[src/rtl/core/ntc_pkg.sv]
// Package for the NTC beta-equation temperature converter.
// Holds shared types, constants, the log2 table function and the status codes.
// No dependencies.
package ntc_pkg;

  localparam int CODE_W   = 16;
  localparam int TEMP_W   = 18;
  localparam int STAT_W   = 2;
  localparam int CFG_IDX_W = 3;
  localparam int CFG_DAT_W = 20;

  localparam logic [15:0] CODE_MAX = 16'd65534;
  localparam logic signed [TEMP_W-1:0] TEMP_HIGH = 18'sd100000;
  localparam logic signed [TEMP_W-1:0] TEMP_LOW  = -18'sd27315;
  localparam logic [14:0] KELVIN_OFFSET_CENTI = 15'd27315;
  localparam logic [31:0] LN2_Q32 = 32'd2977044472;

  localparam logic [STAT_W-1:0] ST_OK    = 2'd0;
  localparam logic [STAT_W-1:0] ST_RANGE = 2'd1;
  localparam logic [STAT_W-1:0] ST_RATIO = 2'd2;

  localparam logic [CFG_IDX_W-1:0] REG_ADC_REF  = 3'd0;
  localparam logic [CFG_IDX_W-1:0] REG_SUPPLY   = 3'd1;
  localparam logic [CFG_IDX_W-1:0] REG_SERIES   = 3'd2;
  localparam logic [CFG_IDX_W-1:0] REG_NOMINAL  = 3'd3;
  localparam logic [CFG_IDX_W-1:0] REG_REF_TEMP = 3'd4;
  localparam logic [CFG_IDX_W-1:0] REG_BETA     = 3'd5;

  // input channel payload
  typedef struct packed {
    logic [CODE_W-1:0] adc_code;
  } in_item_t;

  // result channel payload
  typedef struct packed {
    logic signed [TEMP_W-1:0] temp_centi_c;
    logic [STAT_W-1:0]        status;
  } out_item_t;

  typedef struct packed {
    logic [12:0]        adc_ref_mv;
    logic [12:0]        supply_mv;
    logic [19:0]        series_ohms;
    logic [19:0]        ntc_nominal_ohms;
    logic signed [14:0] ntc_ref_centi_c;
    logic [13:0]        beta_kelvin;
  } cfg_t;

  // front-to-back queue entry: classified item with its exact ratio terms
  typedef struct packed {
    logic [STAT_W-1:0] status;
    logic [52:0]       num;
    logic [48:0]       den;
  } job_t;

  // log2(1 + i/n) in Q30, evaluated at elaboration for constant tables
  function automatic logic [31:0] log_rom_word(input int i, input int n);
    logic [63:0] z;
    logic [31:0] r;
    r = '0;
    if (i >= n) begin
      r = 32'h4000_0000;
    end else begin
      z = ((64'(n) + 64'(i)) << 31) / 64'(n);
      for (int k = 0; k < 30; k++) begin
        z = 64'((128'(z) * 128'(z)) >> 31);
        r = r << 1;
        if (z >= 64'h1_0000_0000) begin
          r[0] = 1'b1;
          z = z >> 1;
        end
      end
    end
    return r;
  endfunction

endpackage

[src/rtl/core/ntc_front.sv]
// Front end: range checks and the exact ratio terms num and den.
// Depends on ntc_pkg. Two register stages, stall by a shared enable.
module ntc_front (
  input  logic                 clk,
  input  logic                 rst_n,
  input  ntc_pkg::cfg_t        cfg,
  input  logic                 in_valid,
  input  logic [15:0]          in_code,
  output logic                 in_ready,
  output logic                 job_valid,
  output ntc_pkg::job_t        job,
  input  logic                 job_ready
);
  import ntc_pkg::*;

  logic        s1_v_r, s2_v_r;
  logic [1:0]  s1_st_r;
  logic [28:0] s1_vc_r, s1_diff_r;
  job_t        s2_r;
  logic        adv;
  logic [28:0] vc, lim;

  assign adv      = !s2_v_r || job_ready;
  assign in_ready = adv;
  assign vc  = 29'(in_code) * 29'(cfg.adc_ref_mv);
  assign lim = 29'(cfg.supply_mv) * 29'(CODE_MAX);

  always_ff @(posedge clk) begin
    if (!rst_n) begin
      s1_v_r <= 1'b0;
      s2_v_r <= 1'b0;
    end else if (adv) begin
      s1_v_r <= in_valid;
      s2_v_r <= s1_v_r;
    end
  end

  always_ff @(posedge clk) begin
    if (adv) begin
      if (in_code > CODE_MAX) s1_st_r <= ST_RANGE;
      else if (vc >= lim)     s1_st_r <= ST_RATIO;
      else                    s1_st_r <= ST_OK;
      s1_vc_r   <= vc;
      s1_diff_r <= lim - vc;
      s2_r.num  <= 53'(s1_vc_r) * 53'(cfg.series_ohms);
      s2_r.den  <= 49'(s1_diff_r) * 49'(cfg.ntc_nominal_ohms);
      if (s1_st_r == ST_OK && (s1_vc_r == '0 || cfg.series_ohms == '0 ||
                               cfg.ntc_nominal_ohms == '0))
        s2_r.status <= ST_RATIO;
      else
        s2_r.status <= s1_st_r;
    end
  end

  assign job_valid = s2_v_r;
  assign job       = s2_r;
endmodule

[config.mk]
export PLATFORM = sky130hd
export DESIGN_NAME = ntc_front
export DESIGN_NICKNAME = d
export VERILOG_FILES = /design/src/rtl/core/ntc_pkg.sv /design/src/rtl/core/ntc_front.sv
export SDC_FILE = /design/constraint.sdc
export NUM_CORES = 2
export LEC_CHECK = 0
export BUFFER_PORTS_ARGS = -buffer_cell sky130_fd_sc_hd__clkbuf_2
export CORE_ASPECT_RATIO = 0.75
export CORE_MARGIN = 1.5
export CORE_UTILIZATION = 60
export CTS_BUF_LIST = sky130_fd_sc_hd__clkbuf_16
export DETAILED_ROUTE_END_ITERATION = 8
export PLACE_DENSITY = 0.78
export SYNTH_ARGS = -nofsm -noshare
export SYNTH_HDL_FRONTEND = slang
export SYNTH_SLANG_ARGS = --single-unit
[constraint.sdc]
create_clock -name clk -period 10.2 [get_ports clk]
set_input_delay 2.04 -clock clk [delete_from_list [all_inputs] [get_ports clk]]
set_output_delay 2.04 -clock clk [all_outputs]
set_load 0.1 [all_outputs]
---- After elaboration in Yosys (flattened, before gate mapping) ----
Cells that the tools add are included.
Widths: inputs -> output; s select.
storage, ports and cells
  input port bits ......................... 115
  bits in registers ....................... 162
cells by class
  $lt $le $gt $ge ......................... 2
  multipliers ............................. 4
  reduce and logical (&&, ||, !) cells .... 9
  $add $sub $neg .......................... 1
  multiplexer cells ....................... 1
operator list
  kind                    number
  $mul 29x20->49          2
  $logic_not 20->1        2
  $ge 29x29->1            1
  $logic_not 29->1        1
  $mul 16x13->29          1
  $sub 29x29->29          1
  $mul 13x15->28 const B  1
  $gt 16x16->1 const B    1
  $logic_or 1x1->1        3
  $logic_not 2->1         1
  $mux 2                  1
  $logic_and 1x1->1       1
  $logic_not 1->1         1

---- Depth between registers and ports, before layout ----
  depth in word-level cells ............... 4
  mapped depth ............................ 32

---- Least setup slack after synthesis ----
OpenSTA, ideal clock, no wires.
  path type ............................... input to register
  from .................................... input cfg[34] in the netlist's numbering
  to ...................................... register s2_r, in the netlist job[44], data pin
  arrival time ............................ 8.619 ns
  path buffers ............................ 3
  setup slack ............................. 1.323 ns
  stages on the path ...................... 27
  path through ............................ clkbuf_1 clkbuf_1 nand2_1 fa_1 inv_1 fa_1 fa_1 inv_1 fa_1 inv_1 fa_1 fa_1 inv_1 fa_1 inv_1 ha_1 buf_6 a21o_1 a21o_1 a21o_1 a221oi_2 nand3_1 or2_1 a2111o_1 a32oi_2 a21oi_1 xnor2_1
between the ends
  cells in the longest elaborated chain, start to end .. 1
RTL lines
  element         line             source
  from (decl)     ntc_front.sv:6   input ntc_pkg::cfg_t cfg,
  $mul 29x20->49  ntc_front.sv:46  s2_r.den <= 49'(s1_diff_r) * 49'(cfg.ntc_nominal_ohms);
  to (decl)       ntc_front.sv:19  job_t s2_r;
Every way passes these cells.
A chain may end at the register's enable or synchronous reset.

---- Worst setup path in the final report ----
  from .................................... input cfg[51] in the netlist's numbering
  to ...................................... register s2_r, in the netlist job[82], data pin
between the ends
  cells in the longest elaborated chain, start to end .. 1
RTL lines
  element         line             source
  $mul 29x20->49  ntc_front.sv:45  s2_r.num <= 53'(s1_vc_r) * 53'(cfg.series_ohms);
Every way passes these cells.

==> out/results.ini <==
[job]
cap_violations = 0

[placed_design]
dp_hpwl_microns = 108000
placed_cell_area_sq_um = 56100
portBuffers = 187
pre_cts_ws_ns = 0.513
gp_congestion = 0.955

[drt]
dr_wl_met2_microns = 57800
wl_met1_microns = 57100
via_per_inst = 5.62
dr_total_vias = 40100
avgRoutedWirePerCell_microns = 18.8
drt_first_pass_iters = 5
drc = 0
top_layer = met5
drtAntennaViolNets = 0
wl_met3_microns = 15600
drtIter0Drc = 3709
wirelength_microns = 135000

[synthesis]
yosys_register_bits = 161
async_flop_share = 0
avgSynthCellArea_sq_um = 9.14
syn_area_sq_um = 54300
yosysWarningCount = 0
yosysSeqAreaShare = 0.0887
synthFlopType = edfxtp_1
netlist_instances = 5936
synthDistinctLibCells = 88
synth-edff-count = 159

[critical_path]
cp-start-kind = primary input
crit_fanout = 28
worst_ep_required_time_ns = 10.47
crit_type = primary input to flip-flop
cp-end-kind = flip-flop
cp.arrival_ns = 9.57

[timing]
worst_slack_ns = 0.898
min_period_ns = 9.30
max_freq_ghz = 0.108
tns_ns = 0
fin_worst_skew_ns = 0.0216
drv_slew = 0
setup_viol = 0
slew_headroom = 0.110
period_share = 0.912
worst_pin_slew_ns = 1.32
rsz0062_at_grt = false
finalHoldViolCount = 0

[layout]
final_common_cell = inv_1
drive_gt1_frac = 0.0549
layout_common_cells = inv_1 (1419), fa_1 (1182), nand2_1 (903)
fin_area_sq_um = 56800
fin_nets = 7710
area_delta_synth_final_pct = 4.58

[clock_network]
numCtsBuffers = 17
cts_root_buf = clkbuf_16
cts.hold.buffers_added = 0
path_clk_slew_ns = 0.08
cts.sinks = 161
cts_tree = built
worstSkewPairLatency_ns = 0.52
ctsResizeCount = 0
cts_buffer_depth = 2
htree_levels = 4
post_cts_buffers = 0

[global_route]
grt_pass1_vias = 42100
grt_start_max_net_pins = 56
grt_overflow = 0
grt_antenna_before_repair = 6
grt_pass1_wl_microns = 222000
grt.total_usage = 0.307

[die]
die_x_microns = 350
start_util = 0.606
die_h_microns = 263
io_pins = 221
core-area_sq_um = 89600
rows = 95
dieArea_sq_um = 92300

[hold_path]
hold_path.class = flip-flop to flip-flop

[run_status]
outcome = finished clean

-- kinds of logic after synthesis --
family | Yosys count | share of synthesized area
mux | 4 | 0.000738
simple gates | 1755 | 0.155
flops | 161 | 0.0887
fa+ha+maj | 1675 | 0.550
compound gates | 464 | 0.0603
xor+xnor | 160 | 0.0258
other cells | 1 | 0.0000691
buf+inv | 1716 | 0.119
-- worst max-delay path, stage by stage --
cell and delay (ns):
clkbuf_2 0.64, nand2_1 0.19, fa_1 0.59, inv_1 0.05, fa_1 0.49, inv_1 0.05
fa_1 0.46, fa_1 0.52, fa_1 0.52, fa_1 0.49, inv_1 0.05, fa_1 0.47
ha_1 0.36, a21oi_1 0.31, nand2_1 0.11, a2111oi_2 0.30, nor3b_1 0.13, a21oi_1 0.34
o21ai_1 0.23, a41oi_1 0.42, o21ai_1 0.18, mux2i_1 0.16, a2111oi_0 0.45
-- final timing paths --
| kind | startpoint | end | slack [ns] | depth (start not counted) |
|---|---|---|---|---|
| setup / recovery | cfg[51] | job[82] | 0.90 | 23 |
| hold / removal | s1_v_r | job_valid | 0.47 | 2 |
| hold reg to reg | s1_v_r | job_valid | 0.47 | 2 |
| setup reg to reg | s1_diff_r[10] | job[44] | 1.82 | 24 |
-- layout make-up --
cell class	count	area, sq um
clock buffer	17	425
antenna	3	7.51
tap	1212	1520
sequential	161	4810
multi-input combinational	4062	43000
fill	7337	32900
clock inverter	15	176
timing repair buffer	260	1480
inverter	1418	5320
-- cell usage after synthesis (all sizes together), types with 5 or more instances --
library cell / n / area [sq um]
a2111oi: 6 / 103
a211o: 5 / 43.8
a211oi: 21 / 168
a21boi: 5 / 37.5
a21o: 81 / 608
a21oi: 128 / 652
a221oi: 6 / 58.8
a311oi: 5 / 43.8
a31oi: 18 / 119
a41oi: 9 / 86.3
and2: 543 / 3400
and3: 16 / 100
and4: 6 / 52.6
buf: 11 / 65.1
clkbuf: 287 / 1080
edfxtp: 159 / 4770
fa: 1182 / 23700
ha: 493 / 6170
inv: 1418 / 5320
nand2: 903 / 3390
nand2b: 22 / 138
nand3: 27 / 135
nand4: 31 / 194
nor2: 99 / 372
nor2b: 22 / 138
nor3: 40 / 205
nor4: 18 / 113
o211ai: 7 / 52.6
o21a: 16 / 120
o21ai: 73 / 369
o21bai: 30 / 229
o31ai: 7 / 71.3
o41ai: 5 / 88.8
or2: 5 / 31.3
or3: 12 / 75.1
xnor2: 108 / 946
xor2: 52 / 455
-- per-stage QoR --
| stage | instances | utilization | hold slack [ns] |
|---|---|---|---|
| 2_1_floorplan | 5939 | - | 0.434 |
| 3_3_place_gp | 7113 | 0.626 | 0.441 |
| 3_5_place_dp | 7113 | 0.626 | 0.457 |
| 4_1_cts | 7145 | 0.633 | 0.469 |
| 5_1_grt | 7147 | 0.633 | 0.489 |
| 6_report | 7148 | 0.633 | 0.466 |
-- sequential cells by signal (all words and copies together), names as in the netlist --
register,cells
s1_vc_r,29
job_valid,1
s1_v_r,1
s1_diff_r,28
job,100
s1_st_r,2
-- metal layers --
layer | vias to the layer above | track usage
li1 | 17700 | -
met1 | 20100 | 0.454
met2 | 2069 | 0.449
met3 | 284 | 0.0722
met4 | 4 | 0.0940
met5 | - | 0
Power is left out: the tool's default activity adds up to more than one toggle a clock period on the data nets, which glitch-free logic cannot reach.
