===== src/rtl/core/ntc_pkg.sv =====
// Package for the NTC beta-equation temperature converter.
// Holds shared types, constants, the log2 table function and the status codes.
// No dependencies.
package ntc_pkg;

  localparam int CODE_W   = 16;
  localparam int TEMP_W   = 18;
  localparam int STAT_W   = 2;
  localparam int CFG_IDX_W = 3;
  localparam int CFG_DAT_W = 20;

  localparam logic [15:0] CODE_MAX = 16'd65534;
  localparam logic signed [TEMP_W-1:0] TEMP_HIGH = 18'sd100000;
  localparam logic signed [TEMP_W-1:0] TEMP_LOW  = -18'sd27315;
  localparam logic [14:0] KELVIN_OFFSET_CENTI = 15'd27315;
  localparam logic [31:0] LN2_Q32 = 32'd2977044472;

  localparam logic [STAT_W-1:0] ST_OK    = 2'd0;
  localparam logic [STAT_W-1:0] ST_RANGE = 2'd1;
  localparam logic [STAT_W-1:0] ST_RATIO = 2'd2;

  localparam logic [CFG_IDX_W-1:0] REG_ADC_REF  = 3'd0;
  localparam logic [CFG_IDX_W-1:0] REG_SUPPLY   = 3'd1;
  localparam logic [CFG_IDX_W-1:0] REG_SERIES   = 3'd2;
  localparam logic [CFG_IDX_W-1:0] REG_NOMINAL  = 3'd3;
  localparam logic [CFG_IDX_W-1:0] REG_REF_TEMP = 3'd4;
  localparam logic [CFG_IDX_W-1:0] REG_BETA     = 3'd5;

  // input channel payload
  typedef struct packed {
    logic [CODE_W-1:0] adc_code;
  } in_item_t;

  // result channel payload
  typedef struct packed {
    logic signed [TEMP_W-1:0] temp_centi_c;
    logic [STAT_W-1:0]        status;
  } out_item_t;

  typedef struct packed {
    logic [12:0]        adc_ref_mv;
    logic [12:0]        supply_mv;
    logic [19:0]        series_ohms;
    logic [19:0]        ntc_nominal_ohms;
    logic signed [14:0] ntc_ref_centi_c;
    logic [13:0]        beta_kelvin;
  } cfg_t;

  // front-to-back queue entry: classified item with its exact ratio terms
  typedef struct packed {
    logic [STAT_W-1:0] status;
    logic [52:0]       num;
    logic [48:0]       den;
  } job_t;

  // log2(1 + i/n) in Q30, evaluated at elaboration for constant tables
  function automatic logic [31:0] log_rom_word(input int i, input int n);
    logic [63:0] z;
    logic [31:0] r;
    r = '0;
    if (i >= n) begin
      r = 32'h4000_0000;
    end else begin
      z = ((64'(n) + 64'(i)) << 31) / 64'(n);
      for (int k = 0; k < 30; k++) begin
        z = 64'((128'(z) * 128'(z)) >> 31);
        r = r << 1;
        if (z >= 64'h1_0000_0000) begin
          r[0] = 1'b1;
          z = z >> 1;
        end
      end
    end
    return r;
  endfunction

endpackage


===== src/rtl/core/ntc_fifo.sv =====
// Short queue between the front and back ends.
// Depends on ntc_pkg; depth must be a power of two, which the block itself does not enforce.
module ntc_fifo #(parameter int DEPTH = 4) (
  input  logic          clk,
  input  logic          rst_n,
  input  logic          wr_valid,
  input  ntc_pkg::job_t wr_data,
  output logic          wr_ready,
  output logic          rd_valid,
  output ntc_pkg::job_t rd_data,
  input  logic          rd_ready
);
  import ntc_pkg::*;
  localparam int AW = $clog2(DEPTH);

  job_t        mem_r [DEPTH];
  logic [AW:0] wp_r, rp_r;
  logic        wr, rd;

  assign wr_ready = (wp_r - rp_r) != (AW+1)'(DEPTH);
  assign rd_valid = wp_r != rp_r;
  assign wr = wr_valid && wr_ready;
  assign rd = rd_valid && rd_ready;
  assign rd_data = mem_r[rp_r[AW-1:0]];

  always_ff @(posedge clk) begin
    if (!rst_n) begin
      wp_r <= '0;
      rp_r <= '0;
    end else begin
      if (wr) wp_r <= wp_r + 1'b1;
      if (rd) rp_r <= rp_r + 1'b1;
    end
  end

  always_ff @(posedge clk) begin
    if (wr) mem_r[wp_r[AW-1:0]] <= wr_data;
  end
endmodule


===== config.mk =====
export PLATFORM = sky130hd
export DESIGN_NAME = ntc_fifo
export DESIGN_NICKNAME = d
export VERILOG_FILES = /design/src/rtl/core/ntc_pkg.sv /design/src/rtl/core/ntc_fifo.sv
export SDC_FILE = /design/constraint.sdc
export NUM_CORES = 1
export LEC_CHECK = 0
export ABC_CLOCK_PERIOD_IN_PS = 4700
export BUFFER_PORTS_ARGS = -buffer_cell sky130_fd_sc_hd__clkbuf_2
export CORE_MARGIN = 4
export CORE_UTILIZATION = 35
export CTS_BUF_LIST = sky130_fd_sc_hd__clkbuf_16
export DETAILED_ROUTE_END_ITERATION = 7
export GPL_TIMING_DRIVEN = 0
export PLACE_DENSITY_LB_ADDON = 0.15
export SLEW_MARGIN = 20
export SYNTH_ARGS = -nofsm -noshare
export SYNTH_HDL_FRONTEND = slang
export SYNTH_SLANG_ARGS = --single-unit

===== constraint.sdc =====
create_clock -name clk -period 4.7 [get_ports clk]
set_input_delay 0.47 -clock clk [delete_from_list [all_inputs] [get_ports clk]]
set_output_delay 0.47 -clock clk [all_outputs]
set_load 0.03 [all_outputs]

Word level (Yosys, flattened, before mapping)
Memory sizes are Yosys's and may differ from the RTL's. A register that Yosys moved wholly into a read port is not among the register bits.
Index checks and enable logic that the tools add are counted.
{ "totals": {"output_inout_bits": 106, "ram_bits": 416, "wordCells": 14, "inputBits": 108, "mem_count": 1, "reg_bits": 6} }
{ "mem_list": {"columns": ["name", "depth", "word_bits", "rd", "rd_ports_with_merged_regs", "wr", "line", "rtl"], "rows": [
  ["mem_r", 4, 104, 1, 1, 1, "ntc_fifo.sv:16", "job_t mem_r [DEPTH];"]
]} }
{ "op_classes": {"n_eq_ne": 2, "addsub": 3, "n_reduce_logical": 2, "mux": 4} }
{ "op_table": {"columns": ["operator", "count"], "rows": [
  ["$add A3 B1 Y3 const B", 2],
  ["$mux W2", 2],
  ["$ne A3 B3 Y1", 1],
  ["$ne A3 B3 Y1 const B", 1],
  ["$sub A3 B3 Y3", 1],
  ["$logic_and A1 B1 Y1", 2],
  ["$mux W1", 2]
]} }

Logic depth before layout (Yosys ltp)
Gate-level depths: netlist of the first run.
{ "depth": {"depth_word": 5, "ltp_mapped": 6, "mapped_depth_nobuf": 6} }

Least setup slack after synthesis of the first run
No wires, ideal clock.
{ "synth_path": {"path_type": "reg-to-reg", "start": "register wp_r[0]", "end": "memory mem_r[3][0] (netlist bit), enable pin", "synth_period_minus_slack_ns": 4.656, "t_required_ns": 4.189, "stages_incl_launch_ff": 6, "arrival_time_ns": 4.146, "slack_ns": 0.044, "cell_sequence": "dfxtp_1 inv_1 ha_1 nor2b_1 xnor2_2 a31oi_2"} }
{ "synth_between": {"elab_chain_len": 5} }
{ "synth_lines": {"columns": ["element", "line", "rtl"], "rows": [
  ["start, declared", "ntc_fifo.sv:17", "logic [AW:0] wp_r, rp_r;"],
  ["start signal, assigned", "ntc_fifo.sv:31", "if (wr) wp_r <= wp_r + 1'b1;"],
  ["$sub A3 B3 Y3", "ntc_fifo.sv:20", "assign wr_ready = (wp_r - rp_r) != (AW+1)'(DEPTH);"],
  ["$ne A3 B3 Y1", "ntc_fifo.sv:20", null],
  ["$logic_and A1 B1 Y1", "ntc_fifo.sv:22", "assign wr = wr_valid && wr_ready;"],
  ["$mux W1", "ntc_fifo.sv:37", "if (wr) mem_r[wp_r[AW-1:0]] <= wr_data;"],
  ["$mux W1 (not written as such)", "ntc_fifo.sv:37", null],
  ["end, declared", "ntc_fifo.sv:16", null]
]} }
Parallel ways exist; a longest one is shown, timed or not.

==> results of run 1 <==
area by class of cell:
class                   count  area (um2)
fillers                  3761       24300
repair buffers            228        1430
plain buffers              25         156
inverters                   4        15.0
clock buffers              47        1180
flip-flops and latches    424       12700
clock inverters            38         289
multi-input cells         142        2680
well taps                 585         732
metal layers:
layer | part of all wire | global-route usage | vias to the layer above | wire length [um]
li1 | - | - | 3130 | -
met1 | 0.43 | 0.179 | 3689 | 13600
met2 | 0.47 | 0.208 | 189 | 14800
met3 | 0.082 | 0.0519 | 50 | 2580
met4 | 0.017 | 0.0343 | 4 | 524
met5 | 0.00082 | 0 | - | 26
metrics by stage:
step	cells	util	hold WS [ns]	TNS, ns	worst slack, ns
3_5_place_dp	1408	0.407	0.494	0	1.92
4_1_cts	1493	0.440	0.0651	0	1.40
2_1_floorplan	595	-	0.469	0	0.0435
5_1_grt	1493	0.440	0.0852	0	1.37
6_report	1493	0.440	0.115	0	1.58
3_3_place_gp	1392	0.398	0.490	-910.90	-3.17
state kept, by name, indices dropped and copies added (netlist names), named ones only:
name,flops
wp_r,3
mem_r,416
rp_r,3
report_power, final:
| part | total [uW] | internal [uW] | switching [uW] |
|---|---|---|---|
| logic | 3480 | 1280 | 2200 |
| clock network | 3470 | 2040 | 1430 |
| registers | 4710 | 4630 | 83.5 |
path summary, 6_finish.rpt:
path                            end  slack (ns)
max                     rd_data[58]        1.58
max reg2reg  mem_r[3][83]$_DFFE_PP_        1.97
min reg2reg    wp_r[0]$_SDFFE_PN0P_        0.50
min           mem_r[2][0]$_DFFE_PP_        0.12
synthesized netlist by cell type, types with 4 or more instances:
master / number
inv_1: 4
buf_6: 6
mux2i_1: 4
edfxtp_1: 416
clkbuf_1: 6
mux4_2: 104
buf_2: 11
dfxtp_1: 8
and2_1: 6
nand2_1: 7
ha_1: 7
critical path: stages, from the launching register on:
cell,delay (ns)
dfxtp_1,0.30
buf_2,0.16
clkbuf_1,0.63
buf_2,0.41
mux4_2,0.39
clkbuf_2,0.20
logic make-up (layout without fill, tap and decap cells):
family | count (synthesis) | count (layout)
buffers and inverters | 29 | 342
adders and majority gates | 7 | 7
muxes | 108 | 108
xor gates and xnor gates | 5 | 5
DFF | 424 | 424
and+or+nand+nor | 18 | 18
AOI/OAI and AO/OA | 4 | 4
==> impl_metrics.json, run 1 <==
{
  "drt.antenna.violating_nets": 0,
  "rows": 76,
  "finalWirelength_um": 31600,
  "io_pins": 214,
  "drt_first_pass_iters": 5,
  "syn_area_per_cell_um2": 26.0,
  "place.gp.congestion": 0.667,
  "pin_count_of_the_biggest_net_entering_global_routing": 40,
  "final.period_utilization": 0.663,
  "ir_drop_uv": 323,
  "initial_utilization": 0.356,
  "power.leakage_uw": 0.00647,
  "synth_edf_count": 416,
  "yosys-mux-area-fraction": 0.154,
  "portBuffers": 212,
  "synthToLayoutAreaGrowth_pct": 23.5,
  "timing_worst_slew_pin_value_ns": 0.802,
  "synthArstFlopShare": 0,
  "cts_hold_repair.buffers": 0,
  "hold_path.class": "input pin to register",
  "critical_path_arrival_ns": 2.65,
  "maxCapViolCount": 0,
  "final_area_mm2": 0.0191,
  "hold_viol_final": 0,
  "finish.net_count": 987,
  "crit_path_end_kind": "output pin",
  "syn-num-nets": 710,
  "track_usage": 0.134,
  "antenna_found_initial": 2,
  "timing.critical_path.fanout_max": 10,
  "antenna_cells": 0,
  "status": "finished clean",
  "h-tree-depth": 2,
  "rsz0062_at_grt": "no",
  "drt-vias-per-instance": 4.73,
  "yosys.area.top_type": "edfxtp_1",
  "fmax_ghz": 0.321,
  "layout.cells.most_common": "edfxtp_1",
  "ys_top_cells_by_area": "edfxtp_1, mux4_2, dfxtp_1",
  "final_layout_size_suffix_gt1_frac": 0.464,
  "synthFlopType": "edfxtp_1",
  "cts_tree": "built",
  "period_needed_ns": 3.12,
  "placeableCoreArea_mm2": 0.0435,
  "hpwl_um": 20000,
  "worst_r2r_startpoint": "wp_r[0]$_SDFFE_PN0P_",
  "clock_latency_ns": 0.57,
  "synth_xor_xnor_area_share": 0.00380,
  "synth.ff_latch_count": 424,
  "report.power.total_uw": 11700,
  "post-synth-top-area-fraction": 0.806,
  "postCtsResizedCells": 0,
  "dpl-instance-area_mm2": 0.0177,
  "synth-compound-area-share": 0.00299,
  "detail_route.drc_violations": 0,
  "critPathLaunchType": "register",
  "share_of_synthesized_cell_area_in_and_or_nand_and_nor_gates": 0.00598,
  "finClkSkew_ns": 0.0109,
  "fraction_of_the_yosys_area_taken_by_sequential_cells": 0.817,
  "synth_top_family_by_area": "multiplexers",
  "die-width_um": 218,
  "worst_slew_margin_rel": 0.465,
  "grt_overflow": 0,
  "dr_total_vias": 7062,
  "holdPathStages": 1,
  "initialDrtViolationCount": 373,
  "synth-adder-area-share": 0.00565,
  "worst-endpoint-required_ns": 4.23,
  "die-area_mm2": 0.0477,
  "grt_pass1_wl_um": 48300,
  "report.final.setup_viol": 0,
  "grt_pass1_vias": 7748,
  "hold_start": "wr_data[0]",
  "synth_area_mm2": 0.0155,
  "clk_pin_slew_ns": 0.06,
  "critPathKind": "register to output pin",
  "most-common-layout-cells": "edfxtp_1, clkbuf_2, mux4_2",
  "maxSlewViolCount": 0,
  "cts_post_setup_buffers_inserted": 0,
  "root_buffer": "clkbuf_16",
  "tritoncts_num_sinks": 424,
  "p_per_area_mw_per_mm2": 609,
  "synth.yosys.warnings": 0,
  "numCtsBuffers": 47,
  "clock_tree.buffer_depth": 3,
  "die_height_um": 218,
  "r2r_cells": 10,
  "count_of_distinct_cell_types_in_the_synthesized_netlist": 23,
  "wl_per_cell_um": 21.2,
  "synthCells": 595
}
(Power assumes the default switching activity.)
==> inputs of run 2 (changes only) <==
ABC_AREA = 1   (was default)
ABC_CLOCK_PERIOD_IN_PS = 2880   (was 4700)
clock period = 2.88 ns   (was 4.7 ns; I/O delays follow)
==> run 2 against run 1 <==
Effect of this change: global-route usage grew 3.5 points; count of clock-buffer cells in the layout is the same; sequential share of layout area shrank 5.7 points; final area grew 9.4%; clock skew shrank 0.0036 ns; combinational power grew to 3.1 times the previous value; routed wire length grew 34%; sequential power grew 79%; worst hold slack lost 0.027 ns; critical endpoint is now rd_data[82].
==> impl_metrics.json, run 2 <==
{
  "status": "finished clean",
  "final_hold_slack_ns": 0.0882,
  "final.period_utilization": 0.930,
  "multiInputGateArea_mm2": 0.00299,
  "maxCapViolCount": 0,
  "cellInternalPower_uw": 14300,
  "clk_pin_slew_ns": 0.06,
  "combinational_power_share": 0.433,
  "fraction_of_the_yosys_area_taken_by_sequential_cells": 0.787,
  "cts_post_setup_buffers_inserted": 0,
  "drt.antenna.violating_nets": 0,
  "synth.yosys.warnings": 0,
  "die_height_um": 222,
  "track_usage": 0.169,
  "count_of_distinct_cell_types_in_the_synthesized_netlist": 22,
  "wl_per_cell_um": 20.1,
  "hpwl_um": 26500,
  "worst_slew_margin_rel": 0.586,
  "detail_route.drc_violations": 0,
  "rows": 78,
  "root_buffer": "clkbuf_16",
  "ir_drop_uv": 565,
  "synth_area_mm2": 0.0161,
  "most-common-layout-cells": "edfxtp_1, clkbuf_2, nor2_1",
  "finalWirelength_um": 42300,
  "timing.critical_path.fanout_max": 10,
  "h-tree-depth": 2,
  "initialDrtViolationCount": 598,
  "hold_viol_final": 0,
  "clock_tree.buffer_depth": 3,
  "finish.net_count": 1584,
  "report.power.total_uw": 24600,
  "die-width_um": 222,
  "critical_path.slowest_cell": "dfxtp_1",
  "die-area_mm2": 0.0494,
  "numCtsBuffers": 47,
  "clock_latency_ns": 0.56,
  "hold_path.class": "input pin to register",
  "critical_path.cell_chain": "buf_4 > buf_2 > o21ai_0 > o22ai_1 > clkbuf_2",
  "syn-num-nets": 1194,
  "layout.cells.most_common": "edfxtp_1",
  "dr_total_vias": 10200,
  "period_needed_ns": 2.68,
  "place.gp.congestion": 0.695,
  "final_area_mm2": 0.0209,
  "critPathKind": "register to output pin",
  "drt-vias-per-instance": 4.85,
  "fmax_ghz": 0.373,
  "placeableCoreArea_mm2": 0.0454,
  "finClkSkew_ns": 0.00737,
  "syn_area_per_cell_um2": 14.9,
  "ys_top_cells_by_area": "edfxtp_1, o21ai_0, nor2_1",
  "grt_pass1_wl_um": 64000,
  "fillers": 4101,
  "worst-endpoint-required_ns": 2.59,
  "synthCells": 1079,
  "grt_pass1_vias": 10600,
  "antenna_found_initial": 2,
  "regArea_mm2": 0.0127,
  "dpl-instance-area_mm2": 0.0185,
  "synthFlopType": "edfxtp_1",
  "synth_commonest_cells": "edfxtp_1, nor2_1, o21ai_0, o22ai_1, o21ai_1",
  "setup_total_negative_slack_ns": 0,
  "rsz0062_at_grt": "no",
  "synth_edf_count": 416,
  "synth.most_common_cell": "edfxtp_1",
  "initial_utilization": 0.354,
  "power_share_of_the_clock_group": 0.223,
  "synthArstFlopShare": 0,
  "cts_tree": "built",
  "pin_count_of_the_biggest_net_entering_global_routing": 24,
  "net_sw_power_uw": 10200,
  "synthToLayoutAreaGrowth_pct": 30.3,
  "power.leakage_uw": 0.00748,
  "p_per_area_mw_per_mm2": 1170,
  "switching_share_of_power": 0.417,
  "grt_overflow": 0,
  "synth.ff_latch_count": 424,
  "cp_slowest_stage_delay_ns": 0.56,
  "timing_worst_slew_pin_value_ns": 0.620,
  "maxSlewViolCount": 0,
  "tritoncts_num_sinks": 424,
  "report.final.setup_viol": 0,
  "drt_first_pass_iters": 5,
  "largest_register_ff_count": 416,
  "post-synth-top-area-fraction": 0.777,
  "critPathLaunchType": "register",
  "portBuffers": 213,
  "final_layout_size_suffix_gt1_frac": 0.266,
  "seq_power_share": 0.344,
  "crit_path_end_kind": "output pin",
  "io_pins": 214,
  "yosys.area.top_type": "edfxtp_1",
  "critical_path_arrival_ns": 2.39
}
==> run 2: power by group through the flow <==
stage	clock network (uW)	logic (uW)	registers, uW
finish	5490	10700	8450
global route	5920	11500	8550
CTS	5680	10900	8460
detailed placement	0	10700	8580
global placement	0	10200	8710
floorplan	0	6670	8580
==> run 2: area by class of cell <==
cell class | instances | area share
antenna | 2 | 0.000239
buffer | 67 | 0.0201
clock buffer | 47 | 0.0562
clock inverter | 38 | 0.0109
inverter | 17 | 0.00347
multi-input combinational | 571 | 0.143
sequential | 424 | 0.604
tap | 600 | 0.0358
timing repair buffer | 341 | 0.126
==> run 2: repair_timing <==
| item | CTS | global route |
|---|---|---|
| hold buffers | 106 | 0 |
| resized for setup | 1 | 0 |
| setup endpoints to repair | 2 | 0 |
| endpoints found under the hold margin | 421 | 0 |
==> run 2: stage by stage <==
stage          utilization  cells  worst slack [ns]
6_report             0.461   2107             0.200
5_1_grt              0.461   2106            0.0609
4_1_cts              0.461   2105             0.130
3_5_place_dp         0.407   1914             0.338
3_3_place_gp         0.396   1892             -1.72
2_1_floorplan            -   1079            -0.174
==> run 2: metal layers <==
layer | GRT usage | wire (um) | share of wire | up-vias
met5 | 0 | 0 | 0 | -
met4 | 0.0488 | 848 | 0.020 | 0
met3 | 0.0400 | 2570 | 0.061 | 53
met2 | 0.278 | 20400 | 0.48 | 267
met1 | 0.225 | 18500 | 0.44 | 5022
li1 | - | - | - | 4874
==> run 2: critical path: cells and delay by family, from the launching register on <==
kind                   cells  cell delay [ns]
buffers and inverters      3             0.86
flip-flops                 1             0.56
AO/OA/AOI/OAI              2             0.40
==> run 2: worst paths after layout <==
check | from | endpoint | slack [ns] | depth (start not counted)
setup reg to reg | wp_r[0]$_SDFFE_PN0P_ | mem_r[0][68]$_DFFE_PP_ | 0.41 | 11
hold reg to reg | rp_r[1]$_SDFFE_PN0P_ | rp_r[1]$_SDFFE_PN0P_ | 0.51 | 2
setup / recovery | register | rd_data[82] | 0.20 | 5
hold / removal | wr_valid | wp_r[1]$_SDFFE_PN0P_ | 0.09 | 3
==> run 2: cells by family after synthesis <==
kind of cell / Yosys count / share of synthesized area
AO/OA/AOI/OAI: 320 / 0.116
flip-flops: 424 / 0.787
adder cells (fa/ha/maj): 7 / 0.00545
buffers and inverters: 84 / 0.0304
AND/OR/NAND/NOR: 244 / 0.0612
